[config.mk]
export PLATFORM = sky130hd
export DESIGN_NAME = gml_queue
export DESIGN_NICKNAME = d
export VERILOG_FILES = /design/src/rtl/core/gml_pkg.sv /design/src/rtl/core/gml_queue.sv
export SDC_FILE = /design/constraint.sdc
export NUM_CORES = 1
export LEC_CHECK = 0
export CAP_MARGIN = 30
export CORE_ASPECT_RATIO = 0.8
export CORE_UTILIZATION = 39
export CTS_BUF_LIST = sky130_fd_sc_hd__clkbuf_4 sky130_fd_sc_hd__clkbuf_8
export CTS_CLUSTER_SIZE = 16
export DETAILED_ROUTE_END_ITERATION = 8
export DONT_BUFFER_PORTS = 1
export PLACE_DENSITY = 0.56
export SYNTH_ARGS = -nofsm -noshare
export SYNTH_HDL_FRONTEND = slang
export SYNTH_SLANG_ARGS = --single-unit
[constraint.sdc]
create_clock -name i_clk -period 2.2 [get_ports i_clk]
set_input_delay 0.44 -clock i_clk [delete_from_list [all_inputs] [get_ports i_clk]]
set_output_delay 0.44 -clock i_clk [all_outputs]
set_load 0.05 [all_outputs]
[src/rtl/core/gml_pkg.sv]
// ============================================================================
// gml_pkg
// Shared types, constants and the gray conversion for the gray mirror engine.
// ============================================================================
package gml_pkg;

    // Largest supported row in pixels (default of the top-level parameter).
    localparam int GML_MAX_WIDTH = 2048;

    // Depth of the queue between front and back (a power of two).
    localparam int GML_QUEUE_DEPTH = 4;

    // Row width register.
    localparam int              GML_CFG_W           = 12;
    localparam logic [11:0]     GML_ROW_WIDTH_RESET = 12'd640;

    // Item commands.
    localparam logic GML_CMD_PIXEL = 1'b0;
    localparam logic GML_CMD_FLUSH = 1'b1;

    // Luma weights 0.21 / 0.72 / 0.07 scaled by 256.
    localparam logic [7:0] GML_WEIGHT_R = 8'd54;
    localparam logic [7:0] GML_WEIGHT_G = 8'd184;
    localparam logic [7:0] GML_WEIGHT_B = 8'd18;

    // Control flags of one queued operation.
    typedef struct packed {
        logic emit;     // read one stored pixel and send it out
        logic row_end;  // that pixel closes a mirrored row
        logic wr_en;    // store one gray pixel
    } t_gml_ctl;

    localparam int GML_CTL_W = $bits(t_gml_ctl);

    // Weighted sum of the three channels, shifted right by eight bits.
    function automatic logic [7:0] gml_gray(input logic [7:0] red,
                                            input logic [7:0] green,
                                            input logic [7:0] blue);
        logic [15:0] sum;
        sum = 16'(red) * 16'(GML_WEIGHT_R)
            + 16'(green) * 16'(GML_WEIGHT_G)
            + 16'(blue) * 16'(GML_WEIGHT_B);
        return sum[15:8];
    endfunction

endpackage

[src/rtl/core/gml_queue.sv]
// ============================================================================
// gml_queue
// Small register queue that decouples the front from the back.
// ============================================================================
module gml_queue
    import gml_pkg::*;
#(
    parameter int DW    = 8,
    parameter int DEPTH = GML_QUEUE_DEPTH,
    localparam int PW = $clog2(DEPTH)
) (
    input  logic          i_clk,
    input  logic          i_rst_n,
    input  logic          i_push,
    input  logic [DW-1:0] i_data,
    output logic          o_ready,
    output logic          o_valid,
    output logic [DW-1:0] o_data,
    input  logic          i_pop
);

    logic [DW-1:0] r_slot [0:DEPTH-1];
    logic [PW-1:0] r_wr_ptr;
    logic [PW-1:0] r_rd_ptr;
    logic [PW:0]   r_count, n_count;

    assign o_ready = (r_count != (PW+1)'(DEPTH));
    assign o_valid = (r_count != '0);
    assign o_data  = r_slot[r_rd_ptr];

    always_comb begin
        n_count = r_count;
        if (i_push && !i_pop) begin
            n_count = r_count + (PW+1)'(1);
        end else if (!i_push && i_pop) begin
            n_count = r_count - (PW+1)'(1);
        end
    end

    always_ff @(posedge i_clk) begin
        if (!i_rst_n) begin
            r_wr_ptr <= '0;
            r_rd_ptr <= '0;
            r_count  <= '0;
        end else begin
            if (i_push) begin
                r_wr_ptr <= r_wr_ptr + PW'(1);
            end
            if (i_pop) begin
                r_rd_ptr <= r_rd_ptr + PW'(1);
            end
            r_count <= n_count;
        end
    end

    always_ff @(posedge i_clk) begin
        if (i_push) begin
            r_slot[r_wr_ptr] <= i_data;
        end
    end

    a_no_overflow: assert property (@(posedge i_clk) disable iff (!i_rst_n)
        i_push |-> (o_ready || i_pop))
        else $error("push into a full queue");

    a_no_underflow: assert property (@(posedge i_clk) disable iff (!i_rst_n)
        i_pop |-> o_valid)
        else $error("pop from an empty queue");

endmodule

==> impl_metrics.yaml, run 1 <==
clocking:
  hold_buffers: 0
  cts_setup_buffers: 0
  root_buffer: "clkbuf_8"
  clock_sinks: 41
  cts_buffers: 5
  cts_tree: "yes"
  ctsResizeCount: 0
  clkLatencyLatePin_ns: 0.29
  clock_path_buffers: 2
  ctsHtreeMaxLevel: 2
  clk_pin_slew_ns: 0.07
yosys:
  avgSynthCellArea_um2: 18.7
  yosysTopAreaCell: "edfxtp_1"
  ys_ff_latch: 41
  synth_top_cell_area_share: 0.599
  synth_area_leaders: "edfxtp_1, dfxtp_1, mux4_2"
  synth.cell_area_mm2: 0.00160
  ys_warn_count: 0
  syn_inst: 86
  synth_nets: 104
  synthDistinctLibCells: 18
  ys_seq_area_frac: 0.711
finish:
  antenna_cells: 0
  drive_above_1_share: 0.161
  layout_commonest_cell: "edfxtp_1"
  n_fill_cell: 351
  final_cell_mix: "edfxtp_1, and2_1, dfxtp_1"
  nets: 110
  area_growth_pct: 8.81
global_route:
  antenna_found_initial: 0
  grt_pass1_vias: 726
  grt_max_degree: 13
  grt-busiest-layer: "met2"
  grt_use_met2: 0.197
  grt_usage: 0.128
  grt_overflow: 0
  grt_pass1_wl_mm: 3.72
  grtUsageMet1: 0.149
  use_met3: 0.0731
min_path:
  min-delay-start: "i_data[7]"
  holdPathStages: 0
  hold_end: "r_slot[2][7]"
  min_path_type: "in -> reg"
drt:
  drt-initial-drc-count: 23
  viasPerCell: 4.67
  totalWireLength_mm: 2.35
  ant_nets: 0
  routedWlPerCell_um: 15.9
  drt_first_pass_iters: 3
  drc: 0
  vias: 691
flow_run:
  drv_cap: 0
worst_setup_path:
  arrival_ns: 1.63
  start_kind: "flip-flop"
  required_ns: 1.76
  reg2reg_slack_ns: 0.73
  timing.rr.start: "r_count[0]"
  reg2reg_to: "r_count[2]"
  path_max_fanout: 5
  cpPeakStageDelay_ns: 0.67
  reg2reg_depth: 4
  worst-setup-path-type: "reg -> out"
  crit_chain: "buf_4 -> mux4_2"
  cp_slowest_cell: "mux4_2"
  critPathCaptureType: "output port"
run_status:
  status: "completed"
timing:
  fin_setup_tns_ns: 0
  drv_slew: 0
  period_minus_slack_ns: 2.07
  period_share: 0.940
  worst_pin_slew_ns: 0.456
  fmax_ghz: 0.483
  slew_headroom: 0.695
  skew_ns: 0.00334
  hold_viol_final: 0
  setup_viol: 0
  rsz0062_at_grt: "no"
  setup_ws_ns: 0.131
floorplan:
  start_util: 0.414
  core-area_mm2: 0.00388
  die_y_um: 59.4
  die_area_mm2: 0.00437
  fp.dieW_um: 73.7
  io-pin-count: 22
  row_count: 20
pwr:
  vdd.ir_drop.worst_mv: 0.299
  power_density_mw_per_mm2: 926
  total_power_uw: 1620
  leakage_uw: 0.000592
place:
  io_buffers: 0
  hpwl_mm: 1.61
  gp_congestion: 0.673
  pre_cts_ws_ns: 0.410
worst max-delay path: cells and delay by family (launching register included):
kind | cells | cell delay [ns]
muxes | 1 | 0.67
DFF | 1 | 0.45
buffers and inverters | 1 | 0.22
how the worst max path moves through the flow:
stage / from / end
floorplan: i_pop / r_count[2]
global placement: flip-flop / o_data[3]
detailed placement: flip-flop / o_data[3]
CTS: flip-flop / o_data[3]
global route: flip-flop / o_data[1]
finish: flip-flop / o_data[4]
state kept, by name (all words and copies together) (netlist names), named ones only:
name and cells:
r_slot 32, r_count 3, r_rd_ptr 2, r_wr_ptr 2
logic make-up (layout without fill, tap and decap cells):
kind of cell             Yosys count  count (layout)  share of synthesized area
AO/OA/AOI/OAI                      2               2                    0.00780
buffers and inverters              6              13                     0.0195
flip-flops                        41              41                      0.711
multiplexers                      10              10                      0.125
adder cells (fa/ha/maj)            6               6                     0.0515
XOR/XNOR                           5               5                     0.0273
AND/OR/NAND/NOR                   16              16                     0.0577
metal layers:
layer | wire (µm) | part of all wire
met2 | 1180 | 0.50
met4 | 23 | 0.0098
met1 | 980 | 0.42
met3 | 165 | 0.070
met5 | 0 | 0
metrics by stage:
step	std cells	util	hold slack (ns)	cell area, µm²
final	148	0.450	0.240	1750
after global routing	148	0.450	0.220	1750
after CTS	148	0.450	0.231	1750
after detailed placement	140	0.429	0.501	1660
after global placement	140	0.429	0.478	1660
after floorplan	86	-	0.465	1600
cell usage after synthesis (all sizes together):
| cell type | count |
|---|---|
| clkbuf | 1 |
| or3 | 2 |
| nor2b | 2 |
| xnor2 | 2 |
| mux2i | 2 |
| fa | 1 |
| buf | 1 |
| ha | 5 |
| o21ai | 1 |
| mux4 | 8 |
| nand2 | 2 |
| edfxtp | 32 |
| dfxtp | 9 |
| nor2 | 1 |
| inv | 4 |
| a21boi | 1 |
| and2 | 9 |
| xor2 | 3 |
power by group:
part	leakage, µW	total, µW	switching (µW)	internal, µW
Combinational	0.000181	247	171	76.0
Sequential	0.000368	915	30.4	885
Clock	0.0000430	455	242	213
layout make-up:
cell class	instances	area (µm²)	area share
clock buffers	5	68.8	0.0394
clock inverters	3	12.5	0.00717
repair buffers	1	7.51	0.00430
well taps	55	68.8	0.0394
inverters	4	15.0	0.00860
flip-flops and latches	41	1140	0.654
multi-input cells	39	432	0.247
No activity file was read; power rests on OpenSTA's default activity.
==> run 2: changes to the inputs <==
- PLACE_DENSITY: 0.56 -> not set
==> impl_metrics.yaml, run 2 (synthesis gave the netlist of run 1 again) <==
run_status:
  status: "completed"
drt:
  vias: 690
  drt_first_pass_iters: 4
  totalWireLength_mm: 2.39
  drt-initial-drc-count: 24
  ant_nets: 0
  drc: 0
  viasPerCell: 4.63
  routedWlPerCell_um: 16.1
worst_setup_path:
  reg2reg_to: "r_count[2]"
  reg2reg_slack_ns: 0.71
  path_max_fanout: 5
  cp_slowest_cell: "mux4_2"
  required_ns: 1.76
  critPathCaptureType: "output port"
  reg2reg_depth: 4
  arrival_ns: 1.49
  cpPeakStageDelay_ns: 0.68
  worst-setup-path-type: "reg -> out"
  timing.rr.start: "r_count[0]"
  start_kind: "flip-flop"
  crit_chain: "buf_4 -> mux4_2"
place:
  dpl_cell_area_mm2: 0.00167
  io_buffers: 0
  hpwl_mm: 1.61
  place_inst: 141
  gp_congestion: 0.767
clocking:
  clk_pin_slew_ns: 0.08
  root_buffer: "clkbuf_8"
  ctsResizeCount: 0
  cts_buffers: 5
  cts_setup_buffers: 0
  clock_sinks: 41
  cts_tree: "yes"
  clock_path_buffers: 2
  clkLatencyLatePin_ns: 0.29
  hold_buffers: 0
  ctsHtreeMaxLevel: 2
global_route:
  grt_pass1_vias: 786
  grt_usage: 0.132
  grt_max_degree: 14
  grt_use_met2: 0.204
  grtUsageMet1: 0.155
  grt-busiest-layer: "met2"
  grt_pass1_wl_mm: 3.91
  antenna_found_initial: 0
  grt_overflow: 0
  use_met3: 0.0663
finish:
  largest_reg_flops: 32
  nets: 111
  layout_commonest_cell: "edfxtp_1"
  reg_top3: "r_slot (32), r_count (3)"
  area_growth_pct: 12.6
  fin_cells: 149
  fin_area_mm2: 0.00181
  final_cell_mix: "edfxtp_1, and2_1, dfxtp_1"
  drive_above_1_share: 0.191
  top_register: "r_slot"
  antenna_cells: 0
timing:
  setup_viol: 0
  worst_pin_slew_ns: 0.463
  slew_headroom: 0.692
  fmax_ghz: 0.518
  fin_setup_tns_ns: 0
  hold_viol_final: 0
  skew_ns: 0.00511
  drv_slew: 0
  rsz0062_at_grt: "no"
  period_share: 0.878
  period_minus_slack_ns: 1.93
floorplan:
  die_area_mm2: 0.00437
  die_y_um: 59.4
  row_count: 20
  io-pin-count: 22
  fp.dieW_um: 73.7
  start_util: 0.414
  core-area_mm2: 0.00388
min_path:
  hold_end: "r_slot[0][5]"
  holdPathStages: 0
  min_path_type: "in -> reg"
  min-delay-start: "i_data[5]"
pwr:
  power_density_mw_per_mm2: 1040
  leakage_uw: 0.000622
  vdd.ir_drop.worst_mv: 0.539
flow_run:
  drv_cap: 0
[run 2: per-layer routing]
| layer | share of wire | up-vias |
|---|---|---|
| met3 | 0.059 | 4 |
| met1 | 0.44 | 341 |
| li1 | - | 331 |
| met4 | 0.014 | 0 |
| met5 | 0 | - |
| met2 | 0.49 | 14 |
[run 2: worst max-delay path: cells and delay by family (launching register included)]
| family | cells | cell delay, ns |
|---|---|---|
| multiplexers | 1 | 0.68 |
| buffers and inverters | 1 | 0.17 |
| flip-flops | 1 | 0.35 |
[run 2: power breakdown]
| group | switching (µW) | internal, µW | total (µW) |
|---|---|---|---|
| logic | 177 | 80.0 | 257 |
| registers | 29.1 | 884 | 914 |
| clock network | 249 | 450 | 699 |
| total | 455 | 1410 | 1870 |
[run 2: how the worst max path moves through the flow]
stage                   start    endpoint  slack [ns]  cells after the start
floorplan               i_pop  r_count[2]        0.52                      7
global placement        i_pop  r_count[2]        0.49                      7
detailed placement      i_pop  r_count[2]        0.42                      7
CTS                 flip-flop   o_data[2]        0.25                      2
global route        flip-flop   o_data[1]        0.23                      2
finish              flip-flop   o_data[1]        0.27                      2
[run 2: area by class of cell]
cell class	count	area, µm²
Clock buffer	5	68.8
Clock inverter	3	65.1
Fill cell	343	2070
Inverter	4	15.0
Multi-Input combinational cell	39	432
Sequential cell	41	1140
Tap cell	55	68.8
Timing Repair Buffer	2	15.0
[run 2: through the flow]
| stage | total power [µW] | util | worst slack, ns | hold slack, ns |
|---|---|---|---|---|
| floorplan | 1160 | - | 0.519 | 0.465 |
| global placement | 1180 | 0.431 | 0.493 | 0.483 |
| detailed placement | 1190 | 0.431 | 0.416 | 0.512 |
| CTS | 1890 | 0.465 | 0.249 | 0.233 |
| global route | 1950 | 0.465 | 0.225 | 0.220 |
| finish | 1870 | 0.465 | 0.268 | 0.237 |
==> run 3: changes to the inputs <==
- CELL_PAD_IN_SITES_DETAIL_PLACEMENT: not set -> 1
- CELL_PAD_IN_SITES_GLOBAL_PLACEMENT: not set -> 2
- PLACE_DENSITY_LB_ADDON: not set -> 0.1
==> impl_metrics.yaml, run 3 (synthesis gave the netlist of run 1 again) <==
run_status:
  status: "completed"
drt:
  viasPerCell: 4.74
  ant_nets: 0
  vias: 702
  drt_first_pass_iters: 3
  routedWlPerCell_um: 17.5
  drt-initial-drc-count: 21
  totalWireLength_mm: 2.58
  drc: 0
worst_setup_path:
  worst-setup-path-type: "reg -> out"
  cp_slowest_cell: "mux4_2"
  cpPeakStageDelay_ns: 0.69
  critPathCaptureType: "output port"
  path_max_fanout: 8
  start_kind: "flip-flop"
  path_buf_inv: 1
  required_ns: 1.76
  crit_chain: "buf_4 -> mux4_2"
  crit_family: "multiplexers"
  arrival_ns: 1.51
  reg2reg_slack_ns: 0.72
finish:
  drive_above_1_share: 0.183
  multi_input_area_um2: 432
  seqCellArea_mm2: 0.00114
  reg_top3: "r_slot (32), r_count (3)"
  fin_area_mm2: 0.00176
  largest_reg_flops: 32
  area_growth_pct: 9.83
  antenna_cells: 0
  nets: 110
  layout_commonest_cell: "edfxtp_1"
  final_cell_mix: "edfxtp_1, and2_1, dfxtp_1"
  top_register: "r_slot"
  n_fill_cell: 380
clocking:
  clk_pin_slew_ns: 0.08
  ctsHtreeMaxLevel: 2
  clock_sinks: 41
  cts_buffers: 5
  cts_tree: "yes"
  cts_setup_buffers: 0
  root_buffer: "clkbuf_8"
  hold_buffers: 0
  ctsResizeCount: 0
  clkLatencyLatePin_ns: 0.29
  clock_path_buffers: 2
global_route:
  grt_usage: 0.141
  grt-busiest-layer: "met2"
  grtUsageMet1: 0.190
  use_met3: 0.0510
  grt_pass1_vias: 754
  antenna_found_initial: 0
  grt_overflow: 0
  grt_pass1_wl_mm: 4.04
  grt_max_degree: 13
  grt_use_met2: 0.194
timing:
  period_minus_slack_ns: 1.95
  slew_headroom: 0.688
  fmax_ghz: 0.514
  skew_ns: 0.00430
  worst_pin_slew_ns: 0.469
  rsz0062_at_grt: "no"
  hold_viol_final: 0
  drv_slew: 0
  setup_viol: 0
  fin_setup_tns_ns: 0
  period_share: 0.884
floorplan:
  row_count: 20
  die_y_um: 59.4
  die_area_mm2: 0.00437
  start_util: 0.414
  io-pin-count: 22
  core-area_mm2: 0.00388
  fp.dieW_um: 73.7
place:
  io_buffers: 0
  gp_congestion: 0.626
  hpwl_mm: 1.74
  dpl_cell_area_mm2: 0.00166
pwr:
  power_density_mw_per_mm2: 963
  vdd.ir_drop.worst_mv: 0.358
  leakage_uw: 0.000601
min_path:
  min_path_type: "in -> reg"
flow_run:
  drv_cap: 0
-- run 3: cell type report --
class / instances / area share
Clock buffer: 8 / 0.0554
Tap cell: 55 / 0.0391
Timing Repair Buffer: 1 / 0.00426
Multi-Input combinational cell: 39 / 0.245
Sequential cell: 41 / 0.648
Inverter: 4 / 0.00852
-- run 3: per-layer routing --
layer	up-vias	share of wire	wire length [µm]
met3	5	0.044	114
met5	-	0	0
met2	14	0.46	1200
li1	330	-	-
met1	353	0.47	1210
met4	0	0.023	59
-- run 3: worst paths after layout --
check,start,end,cells after the start
max reg2reg,r_count[0],r_count[2],4
min,i_data[7],r_slot[2][7],0
min reg2reg,r_count[2],r_count[2],2
max,flip-flop,o_data[3],2
-- run 3: stage by stage --
step	hold slack, ns	std cells	util	power, µW	worst slack (ns)
final	0.241	148	0.454	1700	0.254
after global routing	0.221	148	0.454	1770	0.189
after CTS	0.231	148	0.454	1720	0.228
after detailed placement	0.504	140	0.429	1190	0.395
after global placement	0.486	140	0.429	1190	0.488
after floorplan	0.465	86	-	1160	0.519
-- run 3: report_power, final --
part           switching (µW)  internal, µW  total, µW  leakage [µW]
Clock                     247           281        527     0.0000523
Combinational             178          78.2        256      0.000181
Sequential               29.4           884        914      0.000368
Total                     454          1240       1700      0.000601
