File: config.mk
export PLATFORM = sky130hd
export DESIGN_NAME = gml_front_flat
export DESIGN_NICKNAME = d
export VERILOG_FILES = /design/src/rtl/core/gml_pkg.sv /design/src/rtl/core/gml_stream_if.sv /design/src/rtl/core/gml_front.sv /design/src/flat_wrapper.sv
export SDC_FILE = /design/constraint.sdc
export NUM_CORES = 1
export LEC_CHECK = 0
export BUFFER_PORTS_ARGS = -buffer_cell sky130_fd_sc_hd__buf_2
export CAP_MARGIN = 20
export CORE_UTILIZATION = 45
export CTS_CLUSTER_SIZE = 30
export DETAILED_ROUTE_END_ITERATION = 10
export HOLD_SLACK_MARGIN = 0.15
export SETUP_SLACK_MARGIN = 0.05
export SLEW_MARGIN = 40
export SYNTH_ARGS = -nofsm -noshare
export SYNTH_HDL_FRONTEND = slang
export SYNTH_SLANG_ARGS = --single-unit
File: constraint.sdc
create_clock -name i_clk -period 15.2 [get_ports i_clk]
set_input_delay 1.52 -clock i_clk [delete_from_list [all_inputs] [get_ports i_clk]]
set_output_delay 1.52 -clock i_clk [all_outputs]
set_load 0.01 [all_outputs]
File: src/rtl/core/gml_pkg.sv
// ============================================================================
// gml_pkg
// Shared types, constants and the gray conversion for the gray mirror engine.
// ============================================================================
package gml_pkg;

    // Largest supported row in pixels (default of the top-level parameter).
    localparam int GML_MAX_WIDTH = 2048;

    // Depth of the queue between front and back (a power of two).
    localparam int GML_QUEUE_DEPTH = 4;

    // Row width register.
    localparam int              GML_CFG_W           = 12;
    localparam logic [11:0]     GML_ROW_WIDTH_RESET = 12'd640;

    // Item commands.
    localparam logic GML_CMD_PIXEL = 1'b0;
    localparam logic GML_CMD_FLUSH = 1'b1;

    // Luma weights 0.21 / 0.72 / 0.07 scaled by 256.
    localparam logic [7:0] GML_WEIGHT_R = 8'd54;
    localparam logic [7:0] GML_WEIGHT_G = 8'd184;
    localparam logic [7:0] GML_WEIGHT_B = 8'd18;

    // Control flags of one queued operation.
    typedef struct packed {
        logic emit;     // read one stored pixel and send it out
        logic row_end;  // that pixel closes a mirrored row
        logic wr_en;    // store one gray pixel
    } t_gml_ctl;

    localparam int GML_CTL_W = $bits(t_gml_ctl);

    // Weighted sum of the three channels, shifted right by eight bits.
    function automatic logic [7:0] gml_gray(input logic [7:0] red,
                                            input logic [7:0] green,
                                            input logic [7:0] blue);
        logic [15:0] sum;
        sum = 16'(red) * 16'(GML_WEIGHT_R)
            + 16'(green) * 16'(GML_WEIGHT_G)
            + 16'(blue) * 16'(GML_WEIGHT_B);
        return sum[15:8];
    endfunction

endpackage

File: src/rtl/core/gml_stream_if.sv
// ============================================================================
// gml_stream_if
// Valid/ready channels for pixel items and mirrored gray results.
// ============================================================================
interface gml_in_if;
    logic       valid;
    logic       ready;
    logic       cmd;
    logic [7:0] blue;
    logic [7:0] green;
    logic [7:0] red;

    modport source (output valid, output cmd, output blue, output green, output red,
                    input ready);
    modport sink   (input valid, input cmd, input blue, input green, input red,
                    output ready);
endinterface


File: src/rtl/core/gml_front.sv
// ============================================================================
// gml_front
// Accepts items, converts pixels to gray and tracks the ping-pong row state.
// ============================================================================
module gml_front
    import gml_pkg::*;
#(
    parameter int MAX_WIDTH = GML_MAX_WIDTH,
    localparam int CW = $clog2(MAX_WIDTH),
    localparam int AW = CW + 1
) (
    input  logic                 i_clk,
    input  logic                 i_rst_n,
    input  logic                 i_cfg_we,
    input  logic [GML_CFG_W-1:0] i_cfg_data,
    gml_in_if.sink               i_pix,
    input  logic                 i_q_ready,
    output logic                 o_push,
    output t_gml_ctl             o_ctl,
    output logic [AW-1:0]        o_rd_addr,
    output logic [AW-1:0]        o_wr_addr,
    output logic [7:0]           o_gray
);

    localparam int WW = $clog2(MAX_WIDTH + 1);
    localparam int EW = (WW > GML_CFG_W) ? WW : GML_CFG_W;

    logic [GML_CFG_W-1:0] r_row_width;
    logic [CW-1:0]        r_wr_col, n_wr_col;
    logic [CW-1:0]        r_rd_col, n_rd_col;
    logic                 r_bank, n_bank;
    logic                 r_pending, n_pending;

    logic [EW-1:0] cfg_ext, w_ext, rc_ext, wc_ext;
    logic [CW-1:0] rd_col, wr_col;
    logic          accept, is_pixel, rd_last, wr_last;

    assign i_pix.ready = i_q_ready;
    assign accept      = i_pix.valid && i_q_ready;
    assign is_pixel    = (i_pix.cmd == GML_CMD_PIXEL);

    // Effective width: zero counts as one, large values clamp to the store size.
    always_comb begin
        cfg_ext = EW'(r_row_width);
        if (cfg_ext == '0) begin
            w_ext = EW'(1);
        end else if (cfg_ext > EW'(MAX_WIDTH)) begin
            w_ext = EW'(MAX_WIDTH);
        end else begin
            w_ext = cfg_ext;
        end
    end

    assign rc_ext  = EW'(r_rd_col);
    assign wc_ext  = EW'(r_wr_col);
    assign rd_last = (rc_ext + EW'(1)) >= w_ext;
    assign wr_last = (wc_ext + EW'(1)) >= w_ext;
    assign rd_col  = (rc_ext < w_ext) ? CW'(w_ext - EW'(1) - rc_ext) : '0;
    assign wr_col  = (wc_ext < w_ext) ? r_wr_col : CW'(w_ext - EW'(1));

    always_comb begin
        n_wr_col  = r_wr_col;
        n_rd_col  = r_rd_col;
        n_bank    = r_bank;
        n_pending = r_pending;
        if (accept) begin
            if (r_pending) begin
                if (rd_last) begin
                    n_pending = 1'b0;
                    n_rd_col  = '0;
                end else begin
                    n_rd_col = r_rd_col + CW'(1);
                end
            end
            // A completed row takes over the read side, dropping any rest.
            if (is_pixel) begin
                if (wr_last) begin
                    n_wr_col  = '0;
                    n_bank    = ~r_bank;
                    n_pending = 1'b1;
                    n_rd_col  = '0;
                end else begin
                    n_wr_col = r_wr_col + CW'(1);
                end
            end
        end
    end

    always_ff @(posedge i_clk) begin
        if (!i_rst_n) begin
            r_row_width <= GML_ROW_WIDTH_RESET;
            r_wr_col    <= '0;
            r_rd_col    <= '0;
            r_bank      <= 1'b0;
            r_pending   <= 1'b0;
        end else begin
            if (i_cfg_we) begin
                r_row_width <= i_cfg_data;
            end
            r_wr_col  <= n_wr_col;
            r_rd_col  <= n_rd_col;
            r_bank    <= n_bank;
            r_pending <= n_pending;
        end
    end

    assign o_ctl.emit    = r_pending;
    assign o_ctl.row_end = rd_last;
    assign o_ctl.wr_en   = is_pixel;
    assign o_push        = accept && (r_pending || is_pixel);
    assign o_rd_addr     = {~r_bank, rd_col};
    assign o_wr_addr     = {r_bank, wr_col};
    assign o_gray        = gml_gray(i_pix.red, i_pix.green, i_pix.blue);

    // With no row buffered, the read position rests at the start.
    a_idle_read_col: assert property (@(posedge i_clk) disable iff (!i_rst_n)
        !r_pending |-> (r_rd_col == '0))
        else $error("read column moved with no row pending");

    // Finishing a row always leaves a row pending on the next cycle.
    a_row_done_pending: assert property (@(posedge i_clk) disable iff (!i_rst_n)
        (accept && is_pixel && wr_last) |=> (r_pending && r_rd_col == '0))
        else $error("completed row not handed to the read side");

endmodule

File: src/flat_wrapper.sv
// flat-port wrapper written by rule: the top's interface ports become plain ports
module gml_front_flat import gml_pkg::*;
#(
    parameter int MAX_WIDTH = GML_MAX_WIDTH,
    localparam int CW = $clog2(MAX_WIDTH),
    localparam int AW = CW + 1
)
  (i_clk, i_rst_n, i_cfg_we, i_cfg_data, i_q_ready, o_push, o_ctl, o_rd_addr, o_wr_addr, o_gray, i_pix_valid, i_pix_cmd, i_pix_blue, i_pix_green, i_pix_red, i_pix_ready);
  gml_in_if i_pix_i ();
  input  logic i_clk;
  input  logic i_rst_n;
  input  logic i_cfg_we;
  input  logic [GML_CFG_W-1:0] i_cfg_data;
  input  logic i_q_ready;
  output logic o_push;
  output t_gml_ctl o_ctl;
  output logic [AW-1:0] o_rd_addr;
  output logic [AW-1:0] o_wr_addr;
  output logic [7:0] o_gray;
  input wire logic [$bits(i_pix_i.valid)-1:0] i_pix_valid;
  input wire logic [$bits(i_pix_i.cmd)-1:0] i_pix_cmd;
  input wire logic [$bits(i_pix_i.blue)-1:0] i_pix_blue;
  input wire logic [$bits(i_pix_i.green)-1:0] i_pix_green;
  input wire logic [$bits(i_pix_i.red)-1:0] i_pix_red;
  output wire logic [$bits(i_pix_i.ready)-1:0] i_pix_ready;
  assign i_pix_i.valid = i_pix_valid;
  assign i_pix_i.cmd = i_pix_cmd;
  assign i_pix_i.blue = i_pix_blue;
  assign i_pix_i.green = i_pix_green;
  assign i_pix_i.red = i_pix_red;
  assign i_pix_ready = i_pix_i.ready;
  gml_front #(.MAX_WIDTH(MAX_WIDTH)) u_core (.i_clk(i_clk), .i_rst_n(i_rst_n), .i_cfg_we(i_cfg_we), .i_cfg_data(i_cfg_data), .i_pix(i_pix_i), .i_q_ready(i_q_ready), .o_push(o_push), .o_ctl(o_ctl), .o_rd_addr(o_rd_addr), .o_wr_addr(o_wr_addr), .o_gray(o_gray));
endmodule
==> results of run 1 <==
-- logic make-up after synthesis --
logic type | Yosys count | share of synthesized area [%]
AND/OR/NAND/NOR | 223 | 17.28
adder cells (fa/ha/maj) | 165 | 35.77
AO/OA/AOI/OAI | 154 | 15.96
buffers and inverters | 119 | 7.394
XOR/XNOR | 61 | 8.374
flip-flops | 36 | 11.30
multiplexers | 24 | 3.922
-- flip-flops by register name, summed over array words and instances (netlist names) --
name              count
u_core.r_wr_col      11
u_core.cfg_ext       12
u_core.r_bank         1
u_core.r_pending      1
u_core.r_rd_col      11
-- worst max path at each step --
| stage | from | to | cells after the start |
|---|---|---|---|
| after floorplan | i_pix_red[1] | o_gray[7] | 20 |
| after global placement | i_pix_red[1] | o_gray[7] | 22 |
| after detailed placement | i_pix_red[1] | o_gray[7] | 21 |
| after CTS | i_pix_red[1] | o_gray[7] | 21 |
| after global routing | i_pix_red[1] | o_gray[6] | 23 |
| final | i_pix_red[1] | o_gray[4] | 22 |
-- cells in the mapped netlist, drive strengths merged (3+ instances only) --
cell type and number:
ha 136, a21oi 33, mux2 8, nor3 27, a22oi 4, and3b 3
nor4 4, a32o 5, o21a 11, and2 7, fa 29, nor2 55
nor2b 20, dfxtp 36, xnor2 40, a211oi 3, a31oi 7, nand2 53
clkbuf 12, inv 95, mux2i 16, nand4 4, buf 12, xor2 21
a21boi 5, a21o 10, o21ai 45, o31ai 5, nand3 23, nand4b 4
or3 5, o211ai 5, or2 3, and3 7
-- placed cells by master, fill, tap and decap left out, types with 4 or more instances in the layout --
| master | synthesis | final |
|---|---|---|
| mux2i_1 | 16 | 16 |
| buf_2 | 4 | 78 |
| and2_1 | 7 | 7 |
| clkbuf_16 | 0 | 5 |
| o211ai_1 | 5 | 5 |
| nor2_1 | 55 | 55 |
| nand4b_1 | 4 | 4 |
| xnor2_1 | 40 | 40 |
| ha_1 | 136 | 136 |
| a32o_1 | 5 | 5 |
| nor4_1 | 4 | 4 |
| o21ai_0 | 44 | 44 |
| fa_1 | 29 | 29 |
| a21oi_1 | 32 | 32 |
| and3_1 | 7 | 7 |
| nor2b_1 | 20 | 20 |
| nand4_1 | 4 | 4 |
| nor3_1 | 26 | 26 |
| a31oi_1 | 7 | 6 |
| o21a_1 | 11 | 11 |
| a21o_1 | 10 | 10 |
| a21boi_0 | 5 | 5 |
| dfxtp_1 | 36 | 36 |
| o31ai_1 | 5 | 5 |
| or3_1 | 4 | 4 |
| inv_1 | 95 | 95 |
| xor2_1 | 21 | 21 |
| mux2_2 | 8 | 8 |
| a22oi_1 | 4 | 4 |
| nand2_1 | 53 | 53 |
| nand3_1 | 23 | 23 |
-- worst max-delay path: stages --
cell and delay (ps):
buf_2 120, ha_1 330, fa_1 520, inv_1 50, fa_1 500, inv_1 40
ha_1 340, nand2_1 60, o21ai_0 270, nor2_1 90, xnor2_1 150, fa_1 490
inv_1 40, ha_1 280, nand2_1 50, a2111oi_0 450, o21ai_0 250, a21boi_0 350
o21a_1 200, o21ai_0 100, a21oi_1 180, buf_2 170
-- layer usage --
metal	GRT usage (%)	share of wire, %
met1	31.15	50
met2	37.07	46
met3	2.632	3.6
met4	3.472	0.75
met5	0	0
-- power by group --
group | total, W | internal (W) | switching [W]
combinational | 0.000784 | 0.000334 | 0.000450
sequential | 0.000100 | 0.0000965 | 0.00000354
clock | 0.000120 | 0.0000771 | 0.0000433
-- metrics by stage --
stage	total power [W]	utilization (%)	cell area, um2
after floorplan	0.0006334	-	6380
after global placement	0.0008512	49.73	6903
after detailed placement	0.0008725	49.77	6908
after CTS	0.0009999	50.97	7076
after global routing	0.001085	51.05	7087
final	0.001004	51.05	7087
-- layout make-up --
cell class / count / area (um2) / area share (%)
Multi-Input combinational cell: 627 / 5199 / 73.36
Timing Repair Buffer: 82 / 417.9 / 5.897
Tap cell: 180 / 225.2 / 3.178
Inverter: 95 / 356.6 / 5.032
Clock inverter: 3 / 42.54 / 0.6003
Clock buffer: 5 / 125.1 / 1.766
Sequential cell: 36 / 720.7 / 10.17
==> impl_metrics.csv, run 1 <==
group,metric,value,unit
route,drtPass1Iterations,5,
cts,clockBufferDepth,2,
logic_synthesis,syn-num-nets,989,
route,drtIter0Drc,357,
setup_path,r2r_cells,14,
setup_path,start_kind,"primary input",
timing,finalCritPeriodShare,53.07,%
timing,whs,526.6,ps
hold_path,hold_path.class,"reg -> reg",
global_route,grt_max_degree,36,
logic_synthesis,synth_cell_types,62,
route,vias,5647,
placed_design,io_buffer_count,78,
timing,setup_tns,0,ps
cts,cts_tree,"yes",
route,wl_per_cell,15.38,um
die,core_area,13880,um2
timing,tightest_slew,762.3,ps
setup_path,path_class,"in -> out",
setup_path,reg2reg_slack,11220,ps
timing,fin_crit,8067,ps
cts,cts_hold_buf,0,
timing,slew_violations,0,
route,drc,0,
die,start_util,45.96,%
timing,hold_viol_final,0,
setup_path,critPathMaxFanout,4,
die,die_h,121.1,um
setup_path,cp_data_required_time,13680,ps
cells_and_area,drive_gt1_share,13.09,%
die,io_pins,79,
placed_design,dp.cells,1019,
power_and_ir_drop,power_density,141.7,nW/um2
route,routed_wl,15.81,mm
cts,cts_setup_buffers,0,
global_route,track_usage,22.25,%
hold_path,hold_depth,2,
power_and_ir_drop,p_leak,3.576,nW
cells_and_area,fill_cells,1381,
cts,numCtsBuffers,5,
global_route,grt_pass1_vias,5511,
cts,clock-sinks,36,
logic_synthesis,yosys-top-cells-area,"ha_1 27%, dfxtp_1 11%, fa_1 9.1%",
cells_and_area,syn_to_final_growth,11.08,%
placed_design,gp_congestion,0.9690,
timing,fmax,124.0,MHz
placed_design,dp_hpwl,13.40,mm
timing,slew_headroom,48.71,%
logic_synthesis,async_reset_ff_share,0,%
timing,finClkSkew,6.895,ps
power_and_ir_drop,ir_drop,126.2,uV
hold_path,hold_start,"u_core.r_rd_col[8]",
cts,clk_latency,290,ps
cts,cts_resized,0,
hold_path,min_to,"u_core.r_rd_col[8]",
die,die_w,121.1,um
logic_synthesis,synthFlopType,"dfxtp_1",
logic_synthesis,synth_top_area_share,26.67,%
timing,rsz0062_at_grt,"false",
logic_synthesis,ys_seq_area_share,11.30,%
cells_and_area,stdcell_count,1028,
outcome,status,"completed",
die,rows,43,
cells_and_area,diodes,0,
logic_synthesis,synth-edff-count,0,
route,viasPerCell,5.493,
timing,setup_viol,0,
cts,cts_max_level,2,
timing,setup_ws,7133,ps
cts,path_clk_slew,60,ps
cells_and_area,num-nets-final,1054,
global_route,grt_first_pass_wirelength,26.14,mm
placed_design,dp_slack,7185,ps
global_route,antenna_found_initial,0,
logic_synthesis,syn_area,6380,um2
die,die-area,14660,um2
cts,root_buffer,"clkbuf_16",
global_route,overflow,0,
route,antenna_left,0,
flow_run,maxCapViolations,0,
setup_path,arrival,6550,ps
setup_path,cp-end-kind,"output port",
setup_path,r2r_end,"u_core.r_rd_col[2]",
logic_synthesis,ys_seq_elements,36,
logic_synthesis,avgSynthCellArea,8.158,um2
logic_synthesis,yosys_warnings,0,
setup_path,rr_startpoint,"u_core.cfg_ext[2]",
logic_synthesis,synth_area_leader_cell,"ha_1",
logic_synthesis,syn_inst,782,
(Power assumes the default switching activity.)
==> inputs of run 2 (changes only) <==
- ABC_AREA: unset -> 1
- clock period: 15.2 -> 8.4 ns (I/O delays scaled with it)
==> impl_metrics.csv, run 2 <==
group,metric,value,unit
logic_synthesis,synthMuxAreaShare,0,%
cts,clk_latency,290,ps
logic_synthesis,synthXorXnorAreaFrac,6.822,%
cells_and_area,drive_gt1_share,11.00,%
cts,numCtsBuffers,5,
logic_synthesis,ys_seq_elements,36,
power_and_ir_drop,p_leak,3.895,nW
setup_path,critPathMaxFanout,5,
setup_path,start_kind,"primary input",
logic_synthesis,ys_seq_area_share,10.86,%
logic_synthesis,synthFlopType,"dfxtp_1",
timing,setup_viol,0,
cells_and_area,diodes,0,
route,drc,0,
logic_synthesis,synth_cell_types,45,
timing,setup_tns,0,ps
route,routed_wl,16.20,mm
power_and_ir_drop,ir_drop,347.8,uV
logic_synthesis,synth_top_area_share,25.63,%
timing,hold_viol_final,0,
power_and_ir_drop,power_switching_share,51.17,%
cells_and_area,post-route-util,50.48,%
cts,cts_setup_buffers,0,
route,antenna_left,0,
logic_synthesis,synth-edff-count,0,
die,core_area,14480,um2
route,wl_per_cell,13.48,um
logic_synthesis,synth_most_common_cell,"nand2_1",
timing,tightest_slew,771.1,ps
route,viasPerCell,5.086,
cells_and_area,layout_commonest_cell,"nand2_1",
timing,slew_headroom,48.41,%
outcome,status,"completed",
placed_design,dp_slack,1927,ps
timing,finalCritPeriodShare,77.02,%
logic_synthesis,synth_area_leader_cell,"ha_1",
logic_synthesis,yosys_warnings,0,
power_and_ir_drop,p_clk_share,10.3,%
setup_path,cp-end-kind,"output port",
cts,clockBufferDepth,2,
die,io_pins,79,
logic_synthesis,ys_top_cells_by_count,"180 x nand2_1, 162 x inv_1, 136 x ha_1",
route,drtIter0Drc,325,
cts,path_clk_slew,60,ps
die,die_h,123.5,um
die,rows,44,
global_route,antenna_found_initial,0,
global_route,grt_pass1_vias,5730,
logic_synthesis,avgSynthCellArea,6.981,um2
die,start_util,45.85,%
hold_path,hold_path.class,"reg -> reg",
cts,root_buffer,"clkbuf_16",
die,die_w,123.5,um
logic_synthesis,syn-num-nets,1158,
logic_synthesis,syn_area,6639,um2
power_and_ir_drop,sequentialPowerShare,9.8,%
logic_synthesis,async_reset_ff_share,0,%
power_and_ir_drop,power.switching,0.0009524,W
placed_design,io_buffer_count,78,
global_route,overflow,0,
logic_synthesis,synth_top_family_by_area,"adder cells",
timing,setup_ws,1931,ps
cts,clock-sinks,36,
cells_and_area,syn_to_final_growth,10.08,%
cells_and_area,largest_register_ffs,12,
power_and_ir_drop,power_density,254.7,nW/um2
timing,fin_crit,6469,ps
global_route,grt_first_pass_wirelength,26.79,mm
power_and_ir_drop,internal_power,0.0009087,W
global_route,track_usage,22.20,%
logic_synthesis,yosys.area_share.simple,21.32,%
logic_synthesis,synth_compound_area_share,15.70,%
timing,fmax,154.6,MHz
timing,finClkSkew,4.972,ps
placed_design,dp_hpwl,13.78,mm
logic_synthesis,syn_inst,951,
power_and_ir_drop,p_comb_share,79.9,%
timing,rsz0062_at_grt,"false",
cts,cts_max_level,2,
route,vias,6113,
route,drtPass1Iterations,5,
logic_synthesis,yosys-top-cells-area,"ha_1 26%, dfxtp_1 11%, nand2_1 10%",
global_route,grt_max_degree,22,
setup_path,path_class,"in -> out",
die,die-area,15240,um2
cts,cts_resized,0,
flow_run,maxCapViolations,0,
setup_path,arrival,5630,ps
cells_and_area,num-nets-final,1224,
cells_and_area,final_cell_mix,"180 x nand2_1, 161 x inv_1, 136 x ha_1",
logic_synthesis,synthAdderAreaFrac,34.38,%
cts,cts_hold_buf,0,
cells_and_area,fill_cells,1531,
timing,slew_violations,0,
setup_path,cp_data_required_time,7560,ps
cts,cts_tree,"yes",
placed_design,gp_congestion,0.8499,
[run 2: path summary, 6_finish.rpt]
check	from	end	slack, ps	cells after the start
max reg2reg	u_core.r_rd_col[0]	u_core.r_rd_col[1]	5120	16
min	u_core.cfg_ext[10]	u_core.cfg_ext[10]	490	2
max	i_pix_red[1]	o_gray[7]	1930	27
min reg2reg	u_core.cfg_ext[10]	u_core.cfg_ext[10]	490	2
[run 2: power by group through the flow]
stage | Sequential (W) | Combinational [W] | Clock [W]
floorplan | 0.000183 | 0.00109 | 0
global placement | 0.000185 | 0.00150 | 0
detailed placement | 0.000185 | 0.00150 | 0
CTS | 0.000182 | 0.00151 | 0.000194
global route | 0.000183 | 0.00169 | 0.000203
finish | 0.000182 | 0.00149 | 0.000192
[run 2: kinds of logic after synthesis]
| group | after synthesis |
|---|---|
| AND/OR/NAND/NOR | 325 |
| buffers and inverters | 185 |
| flip-flops | 36 |
| XOR/XNOR | 50 |
| AO/OA/AOI/OAI | 190 |
| adder cells (fa/ha/maj) | 165 |
[run 2: critical path, stage by stage]
cell	delay, ps
buf_2	120
ha_1	330
fa_1	510
inv_1	50
fa_1	500
inv_1	40
ha_1	330
inv_1	70
o21ai_0	200
a31oi_1	90
o21ai_0	290
a21oi_1	110
nor2_1	100
nor2_1	50
xnor2_1	180
fa_1	440
ha_1	370
nand2_1	80
nor2_1	50
nand3_1	80
nand4_1	140
a21o_1	210
a21oi_1	160
inv_1	50
nand2_1	50
nand2_1	40
buf_2	130
[run 2: area by class of cell]
type / instances / area, um2 / share of cell area, %
Multi-Input combinational cell: 730 / 5200 / 71.15
Sequential cell: 36 / 720.7 / 9.861
Inverter: 166 / 623.1 / 8.526
Timing Repair Buffer: 78 / 390.4 / 5.342
Tap cell: 184 / 230.2 / 3.150
Clock buffer: 5 / 125.1 / 1.712
Clock inverter: 3 / 18.77 / 0.2568
[run 2: per-layer routing]
layer  vias up  share of wire (%)  GRT usage (%)
li1       3260                  -              -
met1      2718                 54          33.23
met2       125                 42          34.88
met3        10                4.3          2.076
met4         0               0.59          3.163
met5         -                  0              0
[run 2: stage by stage]
| step | instances | power (W) | hold WS [ps] | instance area (um2) |
|---|---|---|---|---|
| finish | 1202 | 0.001861 | 486.8 | 7308 |
| global route | 1202 | 0.002080 | 518.7 | 7308 |
| CTS | 1202 | 0.001882 | 487.4 | 7301 |
| detailed placement | 1194 | 0.001685 | 476.8 | 7157 |
| global placement | 1194 | 0.001682 | 475.5 | 7157 |
| floorplan | 951 | 0.001268 | 449.0 | 6639 |
